### src/sv/sbb_pkg.sv
package sbb_pkg;

  // Shared byte memory depth and derived widths
  localparam int BUF_DEPTH = 64;
  localparam int PTR_W     = $clog2(BUF_DEPTH);
  localparam int LEN_W     = $clog2(BUF_DEPTH + 1);
  localparam int SUM_W     = LEN_W + 1;

  localparam int RING_SIZE_RESET = 64;

  // Operation codes
  localparam logic [2:0] OP_RX_PUSH = 3'd0;
  localparam logic [2:0] OP_RX_POP  = 3'd1;
  localparam logic [2:0] OP_TX_PUSH = 3'd2;
  localparam logic [2:0] OP_TX_POP  = 3'd3;
  localparam logic [2:0] OP_RX_PEEK = 3'd4;

  // Parity modes
  localparam logic [1:0] PAR_NONE = 2'd0;
  localparam logic [1:0] PAR_EVEN = 2'd1;
  localparam logic [1:0] PAR_ODD  = 2'd2;

  // Configuration register indexes
  localparam logic REG_RING_SIZE   = 1'b0;
  localparam logic REG_PARITY_MODE = 1'b1;

  typedef struct packed {
    logic [2:0] op;
    logic [7:0] data_in;
  } in_t;

  typedef struct packed {
    logic        ok;
    logic [7:0]  data_out;
    logic [7:0]  rx_count;
    logic [6:0]  tx_space;
    logic [15:0] rx_dropped_count;
    logic [15:0] tx_dropped_count;
  } out_t;

  // Ring size in use, clamped to 2..BUF_DEPTH
  function automatic logic [LEN_W-1:0] eff_size(input logic [7:0] ring);
    logic [LEN_W-1:0] s;
    if (ring < 8'd2) begin
      s = LEN_W'(2);
    end else if (ring > 8'(BUF_DEPTH)) begin
      s = LEN_W'(BUF_DEPTH);
    end else begin
      s = LEN_W'(ring);
    end
    return s;
  endfunction

  // Step a pointer forward modulo the ring size; by stays below the size
  function automatic logic [PTR_W-1:0] advance(input logic [PTR_W-1:0] p,
                                               input logic [LEN_W-1:0] by,
                                               input logic [LEN_W-1:0] sz);
    logic [SUM_W-1:0] s;
    s = SUM_W'(p) + SUM_W'(by);
    if (s >= SUM_W'(sz)) begin
      s = s - SUM_W'(sz);
    end
    return PTR_W'(s);
  endfunction

  // Bytes not held by a ring of the given length
  function automatic logic [LEN_W-1:0] free_of(input logic [SUM_W-1:0] used,
                                               input logic [LEN_W-1:0] sz);
    logic [LEN_W-1:0] f;
    if (used < SUM_W'(sz)) begin
      f = LEN_W'(SUM_W'(sz) - used);
    end else begin
      f = '0;
    end
    return f;
  endfunction

  // Boundary move: half of the free span, rounded up
  function automatic logic [LEN_W-1:0] half_up(input logic [LEN_W-1:0] f);
    logic [SUM_W-1:0] s;
    s = (SUM_W'(f) + SUM_W'(1)) >> 1;
    return LEN_W'(s);
  endfunction

endpackage

### src/sv/sbb_ram.sv
module sbb_ram #(
  parameter int Width = 8,
  parameter int Depth = 64
) (
  input  logic                     clk_i,
  input  logic                     we_i,
  input  logic [$clog2(Depth)-1:0] waddr_i,
  input  logic [Width-1:0]         wdata_i,
  input  logic                     re_i,
  input  logic [$clog2(Depth)-1:0] raddr_i,
  output logic [Width-1:0]         rdata_o
);

  logic [Width-1:0] mem_q [Depth];
  logic [Width-1:0] rdata_q;

  always_ff @(posedge clk_i) begin
    if (we_i) begin
      mem_q[waddr_i] <= wdata_i;
    end
    // hold read data until the next read
    if (re_i) begin
      rdata_q <= mem_q[raddr_i];
    end
  end

  assign rdata_o = rdata_q;

endmodule

### src/sv/split_rx_tx_byte_buffer.sv
// Split receive/transmit byte buffer.
//
// One byte memory holds a receive ring and a transmit ring; the boundary
// between them moves when a push reaches the tail of an empty neighbor.
// Input transactions (in_data_i.op) push, pop or peek; every transaction
// returns exactly one result on the output channel carrying the status,
// the popped byte and the current counts.
//
// A transaction passes through the middle stage, which takes the memory read,
// and the output register. Throughput: one transaction per cycle unless the
// output stalls; the memory's single read port is used at most once per
// transaction and its registered output is consumed by the following stage.
// When the receiver stalls, the output register holds its result and one
// more transaction is taken into the middle stage; after that in_ready_o
// drops until the output is taken. Reset (rst_ni low) empties both rings,
// clears the drop counters and sets ring_size to 64 and parity_mode to none.
// Writing ring_size reinitializes pointers, lengths and counters. The user
// must write configuration only while idle; the block does not enforce it.
module split_rx_tx_byte_buffer (
  input  logic          clk_i,
  input  logic          rst_ni,
  input  logic          in_valid_i,
  output logic          in_ready_o,
  input  sbb_pkg::in_t  in_data_i,
  output logic          out_valid_o,
  input  logic          out_ready_i,
  output sbb_pkg::out_t out_data_o,
  input  logic          cfg_we_i,
  input  logic          cfg_idx_i,
  input  logic [7:0]    cfg_wdata_i
);

  import sbb_pkg::*;

  logic [7:0]       ring_size_q;
  logic [1:0]       parity_q;
  logic [PTR_W-1:0] rx_wp_q, rx_wp_d, rx_rp_q, rx_rp_d;
  logic [PTR_W-1:0] tx_wp_q, tx_wp_d, tx_rp_q, tx_rp_d;
  logic [LEN_W-1:0] rx_len_q, rx_len_d, tx_len_q, tx_len_d;
  logic [15:0]      rx_drop_q, rx_drop_d, tx_drop_q, tx_drop_d;

  logic             a_valid_q, a_rd_q;
  out_t             a_res_q, a_res_d;
  out_t             a_res_fwd;
  logic             out_valid_q;
  out_t             out_q;

  logic [LEN_W-1:0] sz, cfg_sz, free_rx, free_tx, free_n;
  logic             accept, a_move, par_on, fail, ok, pb;
  logic [7:0]       d;
  logic             wr_en, rd_en;
  logic [PTR_W-1:0] wr_addr, rd_addr;
  logic [7:0]       wr_data, rd_data;

  assign sz      = eff_size(ring_size_q);
  assign cfg_sz  = eff_size(cfg_wdata_i);
  assign free_rx = free_of(SUM_W'(rx_len_q), sz);
  assign free_tx = free_of(SUM_W'(tx_len_q), sz);
  assign par_on  = (parity_q == PAR_EVEN) || (parity_q == PAR_ODD);

  assign a_move     = a_valid_q && (!out_valid_q || out_ready_i);
  assign in_ready_o = !a_valid_q || a_move;
  assign accept     = in_valid_i && in_ready_o;

  always_comb begin
    rx_wp_d   = rx_wp_q;
    rx_rp_d   = rx_rp_q;
    tx_wp_d   = tx_wp_q;
    tx_rp_d   = tx_rp_q;
    rx_len_d  = rx_len_q;
    tx_len_d  = tx_len_q;
    rx_drop_d = rx_drop_q;
    tx_drop_d = tx_drop_q;
    fail      = 1'b0;
    ok        = 1'b0;
    wr_en     = 1'b0;
    wr_addr   = rx_wp_q;
    wr_data   = 8'h00;
    rd_en     = 1'b0;
    rd_addr   = rx_rp_q;
    d         = in_data_i.data_in;
    pb        = ~^in_data_i.data_in[6:0];

    if (accept) begin
      unique case (in_data_i.op) inside
        OP_RX_PUSH: begin
          if (rx_wp_q == tx_rp_q) begin
            if (tx_len_q != '0 || free_rx == '0) begin
              fail = 1'b1;
            end else begin
              tx_wp_d = advance(tx_wp_q, half_up(free_rx), sz);
              tx_rp_d = tx_wp_d;
            end
          end
          if (!fail && par_on) begin
            if ((parity_q == PAR_EVEN) ? (pb == d[7]) : (pb != d[7])) begin
              fail = 1'b1;
            end
            d[7] = 1'b0;
          end
          if (fail) begin
            rx_drop_d = rx_drop_q + 16'd1;
          end else begin
            wr_en    = 1'b1;
            wr_addr  = rx_wp_q;
            wr_data  = d;
            rx_wp_d  = advance(rx_wp_q, LEN_W'(1), sz);
            rx_len_d = rx_len_q + LEN_W'(1);
            ok       = 1'b1;
          end
        end
        OP_TX_PUSH: begin
          if (par_on) begin
            d[7] = (parity_q == PAR_EVEN) ? !pb : pb;
          end
          if (tx_wp_q == rx_rp_q) begin
            if (rx_len_q != '0 || free_tx == '0) begin
              fail = 1'b1;
            end else begin
              rx_wp_d = advance(rx_wp_q, half_up(free_tx), sz);
              rx_rp_d = rx_wp_d;
            end
          end
          if (fail) begin
            tx_drop_d = tx_drop_q + 16'd1;
          end else begin
            wr_en    = 1'b1;
            wr_addr  = tx_wp_q;
            wr_data  = d;
            tx_wp_d  = advance(tx_wp_q, LEN_W'(1), sz);
            tx_len_d = tx_len_q + LEN_W'(1);
            ok       = 1'b1;
          end
        end
        OP_RX_POP, OP_RX_PEEK: begin
          if (rx_len_q != '0) begin
            rd_en   = 1'b1;
            rd_addr = rx_rp_q;
            ok      = 1'b1;
            if (in_data_i.op == OP_RX_POP) begin
              rx_rp_d  = advance(rx_rp_q, LEN_W'(1), sz);
              rx_len_d = rx_len_q - LEN_W'(1);
            end
          end
        end
        OP_TX_POP: begin
          if (tx_len_q != '0) begin
            rd_en    = 1'b1;
            rd_addr  = tx_rp_q;
            ok       = 1'b1;
            tx_rp_d  = advance(tx_rp_q, LEN_W'(1), sz);
            tx_len_d = tx_len_q - LEN_W'(1);
          end
        end
        default: begin
        end
      endcase
    end

    free_n = free_of(SUM_W'(rx_len_d) + SUM_W'(tx_len_d), sz);

    a_res_d.ok               = ok;
    a_res_d.data_out         = 8'h00;
    a_res_d.rx_count         = 8'(rx_len_d);
    a_res_d.tx_space         = 7'(free_n >> 1);
    a_res_d.rx_dropped_count = rx_drop_d;
    a_res_d.tx_dropped_count = tx_drop_d;
  end

  sbb_ram #(
    .Width(8),
    .Depth(BUF_DEPTH)
  ) u_ram (
    .clk_i  (clk_i),
    .we_i   (wr_en),
    .waddr_i(wr_addr),
    .wdata_i(wr_data),
    .re_i   (rd_en),
    .raddr_i(rd_addr),
    .rdata_o(rd_data)
  );

  always_ff @(posedge clk_i or negedge rst_ni) begin
    if (!rst_ni) begin
      ring_size_q <= 8'(RING_SIZE_RESET);
      parity_q    <= PAR_NONE;
      rx_wp_q     <= '0;
      rx_rp_q     <= '0;
      tx_wp_q     <= PTR_W'((eff_size(8'(RING_SIZE_RESET)) >> 1));
      tx_rp_q     <= PTR_W'((eff_size(8'(RING_SIZE_RESET)) >> 1));
      rx_len_q    <= '0;
      tx_len_q    <= '0;
      rx_drop_q   <= '0;
      tx_drop_q   <= '0;
    end else if (cfg_we_i) begin
      unique case (cfg_idx_i)
        REG_RING_SIZE: begin
          ring_size_q <= cfg_wdata_i;
          rx_wp_q     <= '0;
          rx_rp_q     <= '0;
          tx_wp_q     <= PTR_W'(cfg_sz >> 1);
          tx_rp_q     <= PTR_W'(cfg_sz >> 1);
          rx_len_q    <= '0;
          tx_len_q    <= '0;
          rx_drop_q   <= '0;
          tx_drop_q   <= '0;
        end
        REG_PARITY_MODE: begin
          parity_q <= cfg_wdata_i[1:0];
        end
        default: begin
        end
      endcase
    end else begin
      rx_wp_q   <= rx_wp_d;
      rx_rp_q   <= rx_rp_d;
      tx_wp_q   <= tx_wp_d;
      tx_rp_q   <= tx_rp_d;
      rx_len_q  <= rx_len_d;
      tx_len_q  <= tx_len_d;
      rx_drop_q <= rx_drop_d;
      tx_drop_q <= tx_drop_d;
    end
  end

  // Middle stage waits for the memory read; output register parts the sides
  always_ff @(posedge clk_i or negedge rst_ni) begin
    if (!rst_ni) begin
      a_valid_q   <= 1'b0;
      out_valid_q <= 1'b0;
    end else begin
      if (accept) begin
        a_valid_q <= 1'b1;
      end else if (a_move) begin
        a_valid_q <= 1'b0;
      end
      if (a_move) begin
        out_valid_q <= 1'b1;
      end else if (out_ready_i) begin
        out_valid_q <= 1'b0;
      end
    end
  end

  // Merge the memory read data into the middle-stage result
  always_comb begin
    a_res_fwd          = a_res_q;
    a_res_fwd.data_out = a_rd_q ? rd_data : 8'h00;
  end

  always_ff @(posedge clk_i) begin
    if (accept) begin
      a_res_q <= a_res_d;
      a_rd_q  <= rd_en;
    end
    if (a_move) begin
      out_q <= a_res_fwd;
    end
  end

  assign out_valid_o = out_valid_q;
  assign out_data_o  = out_q;

  // Both rings together never exceed the ring size
  assert property (@(posedge clk_i) disable iff (!rst_ni)
    (SUM_W'(rx_len_q) + SUM_W'(tx_len_q)) <= SUM_W'(sz))
    else $error("ring lengths exceed ring size");

  // Pointers stay inside the ring
  assert property (@(posedge clk_i) disable iff (!rst_ni)
    (SUM_W'(rx_wp_q) < SUM_W'(sz)) && (SUM_W'(tx_wp_q) < SUM_W'(sz)) &&
    (SUM_W'(rx_rp_q) < SUM_W'(sz)) && (SUM_W'(tx_rp_q) < SUM_W'(sz)))
    else $error("pointer outside ring");

  // A full pipeline with a stalled output takes no new transaction
  assert property (@(posedge clk_i) disable iff (!rst_ni)
    (a_valid_q && out_valid_q && !out_ready_i) |-> !in_ready_o)
    else $error("transaction accepted into a full pipeline");

  // A memory read is issued only when at least one ring holds a byte
  assert property (@(posedge clk_i) disable iff (!rst_ni)
    rd_en |-> ((rx_len_q != '0) || (tx_len_q != '0)))
    else $error("read issued on empty rings");

endmodule

### config.mk
export PLATFORM = sky130hd
export DESIGN_NAME = split_rx_tx_byte_buffer
export DESIGN_NICKNAME = d
export VERILOG_FILES = /design/src/sv/sbb_pkg.sv /design/src/sv/sbb_ram.sv /design/src/sv/split_rx_tx_byte_buffer.sv
export SDC_FILE = /design/constraint.sdc
export NUM_CORES = 1
export LEC_CHECK = 0
export ABC_CLOCK_PERIOD_IN_PS = 15700
export BUFFER_PORTS_ARGS = -buffer_cell sky130_fd_sc_hd__buf_2
export CAP_MARGIN = 20
export CORE_MARGIN = 4
export CORE_UTILIZATION = 55
export DETAILED_ROUTE_END_ITERATION = 12
export PLACE_DENSITY = 0.72
export REMOVE_ABC_BUFFERS = 1
export SYNTH_ARGS = -nofsm -noshare
export SYNTH_HDL_FRONTEND = slang
export SYNTH_SLANG_ARGS = --single-unit
export TNS_END_PERCENT = 100
### constraint.sdc
create_clock -name clk_i -period 15.7 [get_ports clk_i]
set_input_delay 2.355 -clock clk_i [delete_from_list [all_inputs] [get_ports clk_i]]
set_output_delay 2.355 -clock clk_i [all_outputs]
set_load 0.02 [all_outputs]
======== After elaboration in Yosys (flattened, before gate mapping) ========
Memory sizes are Yosys's and may differ from the RTL's. A register that Yosys moved wholly into a read port is not among the register bits.
Cells that the tools add are included.
storage, ports and cells
  flip-flop bits (word level) ............. 183
  RAM bits ................................ 512
  output and inout bits ................... 58
  word-level logic and storage cells ...... 211
  memories ................................ 1
memories
  name         words  width  rd ports  clocked after memory_dff  wr ports  RTL line       RTL
  u_ram.mem_q  64     8      1         1                         1         sbb_ram.sv:14  logic [Width-1:0] mem_q [Depth];
operators by class
  add/subtract/negate cells ............... 24
  $lt $le $gt $ge ......................... 13
  equal/unequal tests ..................... 20
  muxes and demuxes ....................... 97
  bitwise logic cells ..................... 1
  reductions and logical operators ........ 31
operator list
  operator                                                                         count
  6-bit two-way mux                                                                31
  16-bit two-way mux                                                               9
  7-bit two-way mux                                                                16
  6-bit one-hot mux with 2 select lines                                            4
  6-bit subtractor                                                                 6
  16-bit by 1-bit adder with 16-bit output, second input constant                  2
  6-bit by 1-bit adder with 7-bit output, second input constant                    4
  7-bit greater-or-equal comparator                                                4
  1-bit two-way mux                                                                28
  7-bit one-hot mux with 2 select lines                                            2
  8-bit two-way mux                                                                3
  7-bit subtractor                                                                 3
  3-bit inequality test, second input constant                                     6
  6-bit AND reduction                                                              3
  6-bit by 7-bit adder with 8-bit output                                           2
  7-bit by 1-bit adder with 8-bit output, second input constant                    2
  8-bit by 7-bit greater-or-equal comparator with 1-bit output                     2
  8-bit by 7-bit greater-than comparator with 1-bit output, second input constant  2
  8-bit by 2-bit less-than comparator with 1-bit output, second input constant     2
  8-bit one-hot mux with 2 select lines                                            1
  7-bit by 1-bit adder with 7-bit output, second input constant                    2
  7-bit zero test                                                                  2
  7-bit less-than comparator                                                       2
  7-bit nonzero test                                                               2
  26 further kinds                                                                 46

======== Longest topological paths before layout ========
Gate-level depths: netlist of the first run.
  depth in word-level cells ............... 21
  gate-level depth with buffers ........... 32
  depth with buffers taken out ............ 32

======== Modules after synthesis ========
Synthesis of the first run repeated with hierarchy kept, for this count alone.
second synthesis, totals
  cells, all modules ...................... 2340
  area, all modules ....................... 33703.6 sq um
modules (own cells, without submodules)
  module                   instances  cells each  area an instance (sq um)  seq. area each (sq um)
  sbb_ram                  1          940         20246.9                   15615.0
  split_rx_tx_byte_buffer  1          1400        13456.7                   5088.6

======== Worst setup path after synthesis of the first run ========
OpenSTA, ideal clock, no wires.
  path kind ............................... reg2reg
  from .................................... reg ring_size_q[1]
  to ...................................... mem u_ram.mem_q[0][7] (data pin)
  arrival time ............................ 10.006 ns
  path slack .............................. 4.405 ns
  stages on the path, launching flop included .. 15
  path buffers ............................ 0
  path through ............................ dfrtp_1 or4_1 nor2_1 nor2_1 nor2_1 inv_1 fa_1 nand2b_1 a21oi_1 o22ai_1 a211oi_1 o21ai_2 a21o_1 or3b_2 a2111oi_0
on the way
  cells in the longest elaborated chain, start to end .. 19
  elaborated cells between the ends (all ways) .. 33
RTL lines
  item                                                                   RTL line                        RTL
  from (decl)                                                            split_rx_tx_byte_buffer.sv:35   logic [7:0] ring_size_q;
  from (signal assigned)                                                 split_rx_tx_byte_buffer.sv:185  ring_size_q <= 8'(RING_SIZE_RESET);
  from (signal assigned)                                                 split_rx_tx_byte_buffer.sv:198  ring_size_q <= cfg_wdata_i;
  8-bit by 7-bit greater-than comparator with 1-bit output               sbb_pkg.sv:46                   end else if (ring > 8'(BUF_DEPTH)) begin
  7-bit two-way mux                                                      sbb_pkg.sv:46
  7-bit two-way mux *                                                    sbb_pkg.sv:44                   if (ring < 8'd2) begin
  7-bit subtractor / 7-bit less-than comparator (equally long branches)  sbb_pkg.sv:71, sbb_pkg.sv:70
  7-bit two-way mux                                                      sbb_pkg.sv:70                   if (used < SUM_W'(sz)) begin
  7-bit zero test                                                        split_rx_tx_byte_buffer.sv:88   if (tx_len_q != '0 || free_rx == '0) begin
  1-bit logical OR                                                       split_rx_tx_byte_buffer.sv:88
  1-bit two-way mux                                                      split_rx_tx_byte_buffer.sv:88
  [4 not listed]                                                         -
  1-bit logical AND                                                      split_rx_tx_byte_buffer.sv:95   if (!fail && par_on) begin
  1-bit two-way mux                                                      split_rx_tx_byte_buffer.sv:95
  1-bit two-way mux                                                      split_rx_tx_byte_buffer.sv:85   unique case (in_data_i.op) inside
  1-bit two-way mux                                                      split_rx_tx_byte_buffer.sv:84   if (accept) begin
  8-bit two-way mux                                                      split_rx_tx_byte_buffer.sv:101  if (fail) begin
  8-bit one-hot mux with 2 select lines *                                split_rx_tx_byte_buffer.sv:85
  8-bit two-way mux *                                                    split_rx_tx_byte_buffer.sv:84
  via u_ram.wdata_i[7]                                                   sbb_ram.sv:8                    input logic [Width-1:0] wdata_i,
  to (decl)                                                              sbb_ram.sv:14
Mark *: on every way through the listed nets, which the timed path passes. The rest lies on a longest branch. The select of a mux whose other input is x is not followed.

======== Worst setup path in the final report of the first run ========
  from .................................... reg ring_size_q[1]
  to ...................................... reg a_res_q, in the netlist a_res_fwd[32] (data pin)
on the way
  cells in the longest elaborated chain, start to end .. 21
  elaborated cells between the ends (all ways) .. 37
RTL lines
  item                                                                                              RTL line                        RTL
  8-bit by 7-bit greater-than comparator with 1-bit output                                          sbb_pkg.sv:46
  7-bit two-way mux                                                                                 sbb_pkg.sv:46
  7-bit two-way mux *                                                                               sbb_pkg.sv:44
  7-bit subtractor / 7-bit less-than comparator (equally long branches)                             sbb_pkg.sv:71, sbb_pkg.sv:70
  7-bit two-way mux                                                                                 sbb_pkg.sv:70
  7-bit zero test                                                                                   split_rx_tx_byte_buffer.sv:88
  1-bit logical OR                                                                                  split_rx_tx_byte_buffer.sv:88
  1-bit two-way mux                                                                                 split_rx_tx_byte_buffer.sv:88
  [5 not listed]                                                                                    -
  1-bit two-way mux                                                                                 split_rx_tx_byte_buffer.sv:95
  1-bit two-way mux                                                                                 split_rx_tx_byte_buffer.sv:85
  1-bit two-way mux                                                                                 split_rx_tx_byte_buffer.sv:84
  7-bit two-way mux                                                                                 split_rx_tx_byte_buffer.sv:101
  7-bit one-hot mux with 2 select lines                                                             split_rx_tx_byte_buffer.sv:85
  7-bit two-way mux                                                                                 split_rx_tx_byte_buffer.sv:84
  7-bit by 7-bit adder with 8-bit output                                                            split_rx_tx_byte_buffer.sv:160  free_n = free_of(SUM_W'(rx_len_d) + SUM_W'(tx_len_d), sz);
  7-bit subtractor / 8-bit by 7-bit less-than comparator with 1-bit output (equally long branches)  sbb_pkg.sv:71, sbb_pkg.sv:70
  to (signal assigned)                                                                              split_rx_tx_byte_buffer.sv:253  a_res_q <= a_res_d;
  to (decl)                                                                                         split_rx_tx_byte_buffer.sv:43   out_t a_res_q, a_res_d;
Mark *: on every way between the ends. The rest lies on a longest branch, timed or not. The select of a mux whose other input is x is not followed.
A chain may end at the register's enable or synchronous reset.

==> results of run 1 <==
-- worst max-delay path, delay by kind of cell, from the launching register on --
family | cells | cell delay, ps
simple gates | 10 | 2810
buf+inv | 3 | 190
flops | 1 | 400
xor+xnor | 2 | 390
fa+ha+maj | 6 | 1670
compound gates | 9 | 2510
-- layer usage --
layer  GRT usage, %  part of all wire (%)  up-vias
met5              0                     0        -
met4           8.09                   2.9        0
met3           4.99                   8.7      148
met2           39.4                    47     1018
met1           36.4                    41    10500
li1               -                     -     9194
-- kinds of logic (layout without fill, tap and decap cells) --
group / Yosys count / in the layout / share of synthesized area, %
other cells: 1 / 2 / 0.0112
fa+ha+maj: 117 / 117 / 4.61
xor+xnor: 128 / 128 / 3.33
buf+inv: 203 / 327 / 2.44
compound gates: 389 / 389 / 8.04
simple gates: 609 / 609 / 8.88
flops: 703 / 703 / 61.6
mux: 210 / 210 / 11.1
-- state kept, by name, indices dropped and copies added (netlist names), 2 cells and up --
signal,cells
a_res_fwd,46
tx_drop_q,16
tx_rp_q,6
ring_size_q,8
rx_len_q,7
u_ram.mem_q,512
u_ram.rdata_o,8
tx_wp_q,6
tx_len_q,7
rx_drop_q,16
rx_wp_q,6
rx_rp_q,6
out_data_o,54
parity_q,2
-- path summary, 6_finish.rpt --
kind | endpoint | cells past startpoint
setup / recovery | a_res_fwd[32] | 30
hold / removal | out_data_o[36] | 0
setup reg to reg | a_res_fwd[32] | 30
hold reg to reg | out_data_o[36] | 0
max in group asynchronous | rx_len_q[6] | 2
min in group asynchronous | rx_rp_q[0] | 1
-- layout make-up --
| cell class | count | area share, % |
|---|---|---|
| Sequential cell | 703 | 55.6 |
| Clock inverter | 43 | 1.32 |
| Tap cell | 782 | 2.63 |
| Multi-Input combinational cell | 1455 | 32.7 |
| Clock buffer | 86 | 5.06 |
| Inverter | 85 | 0.864 |
| Timing Repair Buffer | 113 | 1.79 |
-- through the flow --
| stage | util, % | std cells | total power [mW] | hold WS (ps) |
|---|---|---|---|---|
| 2_1_floorplan | - | 2243 | 4.06 | 400 |
| 3_3_place_gp | 57.6 | 3135 | 4.34 | 401 |
| 3_5_place_dp | 57.6 | 3136 | 4.39 | 405 |
| 4_1_cts | 61.5 | 3265 | 6.11 | 418 |
| 5_1_grt | 61.6 | 3267 | 6.42 | 423 |
| 6_report | 61.6 | 3267 | 6.11 | 417 |
-- power by group --
group	switching, mW	leakage [nW]	total [mW]	internal, mW
Sequential	0.108	6.89	2.21	2.10
Combinational	1.22	5.59	2.18	0.960
Clock	0.726	1.14	1.72	0.998
-- cells in the final DEF, fill, tap and decap left out, drive strengths merged, types with 22 or more instances in the layout --
| cell type | synthesis | layout |
|---|---|---|
| a211oi | 33 | 33 |
| a21o | 37 | 37 |
| a21oi | 64 | 64 |
| a31oi | 36 | 36 |
| and2 | 49 | 49 |
| and3 | 41 | 41 |
| buf | 37 | 112 |
| clkbuf | 81 | 87 |
| clkinv | 1 | 26 |
| dfrtp | 79 | 79 |
| edfxtp | 621 | 621 |
| ha | 103 | 103 |
| inv | 84 | 87 |
| mux2 | 30 | 30 |
| mux2i | 52 | 52 |
| mux4 | 128 | 128 |
| nand2 | 180 | 180 |
| nand3 | 71 | 71 |
| nor2 | 145 | 145 |
| nor3 | 26 | 26 |
| o21ai | 79 | 79 |
| o31ai | 22 | 22 |
| xnor2 | 95 | 95 |
| xor2 | 33 | 33 |
==> results.py, run 1 <==
metrics = {
    "floorplan": {
        "io_pins": 83,
        "dieArea_um2": 65200,
        "fp.dieH_um": 255,
        "dieWidth_um": 255,
        "start_util_pct": 55.6,
        "core_um2": 60500,
        "rows": 90,
    },
    "synth": {
        "synth_edf_count": 621,
        "synth_seq_cells": 703,
        "syn_area_um2": 33600,
        "yosysTopAreaCellShare_pct": 55.5,
        "yosys_warnings": 0,
        "synth.area.top_cells": "edfxtp_1, mux4_2, dfrtp_1, ha_1, xnor2_1",
        "ys_seq_area_share_pct": 61.6,
        "netlist_top_cells_count": "edfxtp_1, nand2_1, nor2_1",
        "syn_inst": 2360,
        "synth_ff_type": "edfxtp_1",
        "syn_avg_cell_area_um2": 14.2,
        "ys_types": 95,
        "async_flop_share_pct": 11.7,
        "synth_top_cell_by_area": "edfxtp_1",
        "synth.most_common_cell": "edfxtp_1",
    },
    "clocking": {
        "clock_latency_ps": 630,
        "hold_buffers": 0,
        "cts_setup_buffers": 0,
        "cts_tree": "built",
        "numCtsBuffers": 72,
        "cts_sinks": 703,
        "clock_path_buffers": 3,
        "clk_pin_slew_worst_paths_ps": 60,
        "post_cts_resized": 0,
        "htree_levels": 3,
        "cts_root_buffer": "clkbuf_16",
    },
    "routing": {
        "drt_iter0_drc": 2288,
        "viasPerCell": 6.39,
        "drt-pass1-iter-count": 6,
        "wl_um": 81800,
        "drc": 0,
        "detail-route-antenna-nets": 0,
        "num_vias": 20900,
        "routedWlPerCell_um": 25.0,
    },
    "final_layout": {
        "syn2layout_area_growth_pct": 10.7,
        "post-route-cell-area_um2": 37200,
        "fillers": 4312,
        "multi_input_area_um2": 12200,
        "seqCellArea_um2": 20700,
        "fin_nets": 2570,
        "antennaDiodeCount": 0,
        "drive_gt1_share_pct": 17.3,
    },
    "power": {
        "peakVddDrop_v": 0.000151,
        "power.static_leakage_nw": 13.6,
        "power.density_nw_per_um2": 164,
    },
    "global_routing": {
        "grt_pass1_wl_um": 125000,
        "grt_max_degree": 76,
        "grt.overflow.total": 0,
        "first_global_vias": 20500,
        "grt_use_total_pct": 25.2,
        "antenna_found_initial": 0,
    },
    "critical_path": {
        "r2r_setup_slack_ps": 7540,
        "critPathArrivalTime_ps": 8600,
        "cp_max_fo": 8,
        "critPathLaunch": "ring_size_q[1]",
        "start_kind": "flop",
        "path_common_cell": "ha_1",
        "slowest_stage": "o211ai_1",
        "slowest_delay_ps": 730,
        "end_kind": "flop",
        "critical_path_class": "flop to flop",
        "crit_required_ps": 16140,
        "reg2reg_from": "ring_size_q[1]",
    },
    "sta": {
        "rsz0062_at_grt": "no",
        "tns_ps": 0,
        "tightestPinTransition_ps": 1060,
        "setup_violations": 0,
        "fin_crit_sh_pct": 52.0,
        "finalWorstSetupSlack_ps": 7540,
        "clock.fmax_ghz": 0.123,
        "period_needed_ps": 8160,
        "finalMaxSlewViolations": 0,
        "maxSlewHeadroom_pct": 29.4,
        "clock_skew_ps": 31.0,
        "finalHoldViolations": 0,
    },
    "run_status": {
        "status": "completed",
    },
    "placement": {
        "port_buffers": 80,
        "dp_hpwl_um": 52000,
        "place_ws_ps": 7560,
        "place_area_um2": 34800,
        "place_congestion": 0.932,
    },
    "worst_hold_path": {
        "min_from": "a_res_fwd[36]",
        "hold_path_class": "flop to flop",
    },
    "flow_run": {
        "cap_viol_max_count": 0,
    },
}
Note: power is estimated with default switching activity, not from simulation.
==> run 2, diff against run 1 <==
Settings changed: ABC_AREA set to 1, ABC_CLOCK_PERIOD_IN_PS 15700 to 8300.
Clock period 15.7 ns to 8.3 ns, I/O delays scaled along.
==> results.py, run 2 <==
metrics = {
    "clocking": {
        "clk_pin_slew_worst_paths_ps": 70,
        "hold_buffers": 0,
        "post_cts_resized": 0,
        "clock_path_buffers": 3,
        "cts_root_buffer": "clkbuf_16",
        "numCtsBuffers": 73,
        "cts_sinks": 703,
        "cts_tree": "built",
        "clock_latency_ps": 630,
        "htree_levels": 3,
        "cts_setup_buffers": 0,
    },
    "final_layout": {
        "syn2layout_area_growth_pct": 10.7,
        "post-route-cell-area_um2": 37500,
        "drive_gt1_share_pct": 10.8,
        "top_register": "u_ram.mem_q",
        "fin_nets": 3319,
        "final_util_pct": 61.8,
        "fin_cells": 4021,
        "most-common-layout-cells": "edfxtp_1, nor2_1, o21ai_0, nand2_1, inv_1",
        "antennaDiodeCount": 0,
        "layout_commonest_cell": "edfxtp_1",
        "largest_reg_flops": 512,
    },
    "floorplan": {
        "dieWidth_um": 256,
        "dieArea_um2": 65700,
        "start_util_pct": 55.9,
        "fp.dieH_um": 256,
        "core_um2": 60700,
        "io_pins": 83,
        "rows": 90,
    },
    "worst_hold_path": {
        "hold_path_class": "flop to flop",
    },
    "sta": {
        "period_needed_ps": 6390,
        "finalHoldViolations": 0,
        "whs_ps": 409,
        "clock_skew_ps": 32.3,
        "clock.fmax_ghz": 0.156,
        "fin_crit_sh_pct": 77.0,
        "finalWorstSetupSlack_ps": 1910,
        "setup_violations": 0,
        "maxSlewHeadroom_pct": 24.2,
        "rsz0062_at_grt": "no",
        "tightestPinTransition_ps": 1130,
        "tns_ps": 0,
        "finalMaxSlewViolations": 0,
    },
    "power": {
        "internal_power_mw": 7.65,
        "power_mw": 12.7,
        "p_clk_share_pct": 26.4,
        "power.static_leakage_nw": 14.2,
        "peakVddDrop_v": 0.000355,
        "switching_share_pct": 39.9,
        "switchingPower_mw": 5.07,
        "combinationalPowerShare_pct": 40.4,
        "seq_power_share_pct": 33.2,
        "power.density_nw_per_um2": 339,
    },
    "routing": {
        "detail-route-antenna-nets": 0,
        "drt-pass1-iter-count": 5,
        "drc": 0,
        "drt_iter0_drc": 2500,
        "viasPerCell": 6.07,
        "routedWlPerCell_um": 22.0,
        "num_vias": 24400,
        "wl_um": 88500,
    },
    "critical_path": {
        "cp_max_fo": 12,
        "slowest_stage": "inv_1",
        "critPathArrivalTime_ps": 6860,
        "critical_path_class": "flop to flop",
        "end_kind": "flop",
        "path_common_cell": "nand2_1",
        "start_kind": "flop",
        "crit_required_ps": 8770,
        "slowest_delay_ps": 440,
        "r2r_setup_slack_ps": 1910,
    },
    "synth": {
        "ys_seq_area_share_pct": 61.0,
        "syn_area_um2": 33900,
        "syn_inst": 3129,
        "async_flop_share_pct": 11.7,
        "synth_edf_count": 621,
        "ys_types": 67,
        "synth_seq_cells": 703,
        "synth.area.top_cells": "edfxtp_1, dfrtp_1, o21ai_0, nor2_1, ha_1",
        "synth.most_common_cell": "edfxtp_1",
        "yosysTopAreaCellShare_pct": 55.0,
        "synth_top_cell_by_area": "edfxtp_1",
        "netlist_top_cells_count": "edfxtp_1, nor2_1, o21ai_0",
        "syn_avg_cell_area_um2": 10.8,
        "yosys_warnings": 0,
        "synth_ff_type": "edfxtp_1",
    },
    "placement": {
        "placed_cells": 3884,
        "place_ws_ps": 2030,
        "dp_hpwl_um": 56600,
        "port_buffers": 80,
        "place_congestion": 0.936,
        "place_area_um2": 35000,
    },
    "flow_run": {
        "cap_viol_max_count": 0,
    },
    "global_routing": {
        "grt_pass1_wl_um": 137000,
        "grt_max_degree": 119,
        "first_global_vias": 23900,
        "grt.overflow.total": 0,
        "antenna_found_initial": 0,
        "grt_use_total_pct": 26.5,
    },
    "run_status": {
        "status": "completed",
    },
}
==> run 2: path summary, 6_finish.rpt <==
path / from / to / cells past startpoint
hold / removal: a_res_fwd[22] / out_data_o[22] / 0
hold reg to reg: a_res_fwd[22] / out_data_o[22] / 0
setup reg to reg: ring_size_q[2] / a_res_fwd[35] / 39
min in group asynchronous: rst_ni / rx_len_q[2] / 1
setup / recovery: ring_size_q[2] / a_res_fwd[35] / 39
max in group asynchronous: rst_ni / ring_size_q[6] / 3
==> run 2: kinds of logic after synthesis <==
kind of cell / after synthesis / share of synthesized area, %
compound gates: 740 / 13.1
buf+inv: 438 / 5.26
fa+ha+maj: 115 / 4.51
simple gates: 1016 / 13.1
xor+xnor: 114 / 2.94
flops: 703 / 61.0
other cells: 1 / 0.0111
mux: 2 / 0.0664
==> run 2: area by class of cell <==
cell class                 instances  area (um2)
timing repair buffer             113         716
clock inverter                    46         529
tap                              782         978
sequential                       703       20700
fill                            4783       23200
inverter                         299        1130
multi-input combinational       1989       11500
clock buffer                      89        1950
==> run 2: metal layers <==
layer | wire length [um] | track usage, %
met1 | 35800 | 36.4
met2 | 42700 | 43.9
met3 | 6940 | 3.59
met4 | 3090 | 9.02
met5 | 0 | 0
==> run 2: power groups by stage <==
| stage | registers, mW | clock network (mW) | logic (mW) |
|---|---|---|---|
| floorplan | 4.26 | 0 | 3.57 |
| global placement | 4.29 | 0 | 4.91 |
| detailed placement | 4.29 | 0 | 5.04 |
| CTS | 4.22 | 3.38 | 5.07 |
| finish | 4.22 | 3.35 | 5.15 |
| global route | 4.23 | 3.55 | 5.70 |
==> run 2: worst max-delay path, delay by kind of cell, from the launching register on <==
family                   cells  cell delay (ps)
flip-flops                   1              390
XOR/XNOR                     1              220
adder cells (fa/ha/maj)      4             1130
AO/OA/AOI/OAI                9             1650
buffers and inverters        5              740
AND/OR/NAND/NOR             20             2100
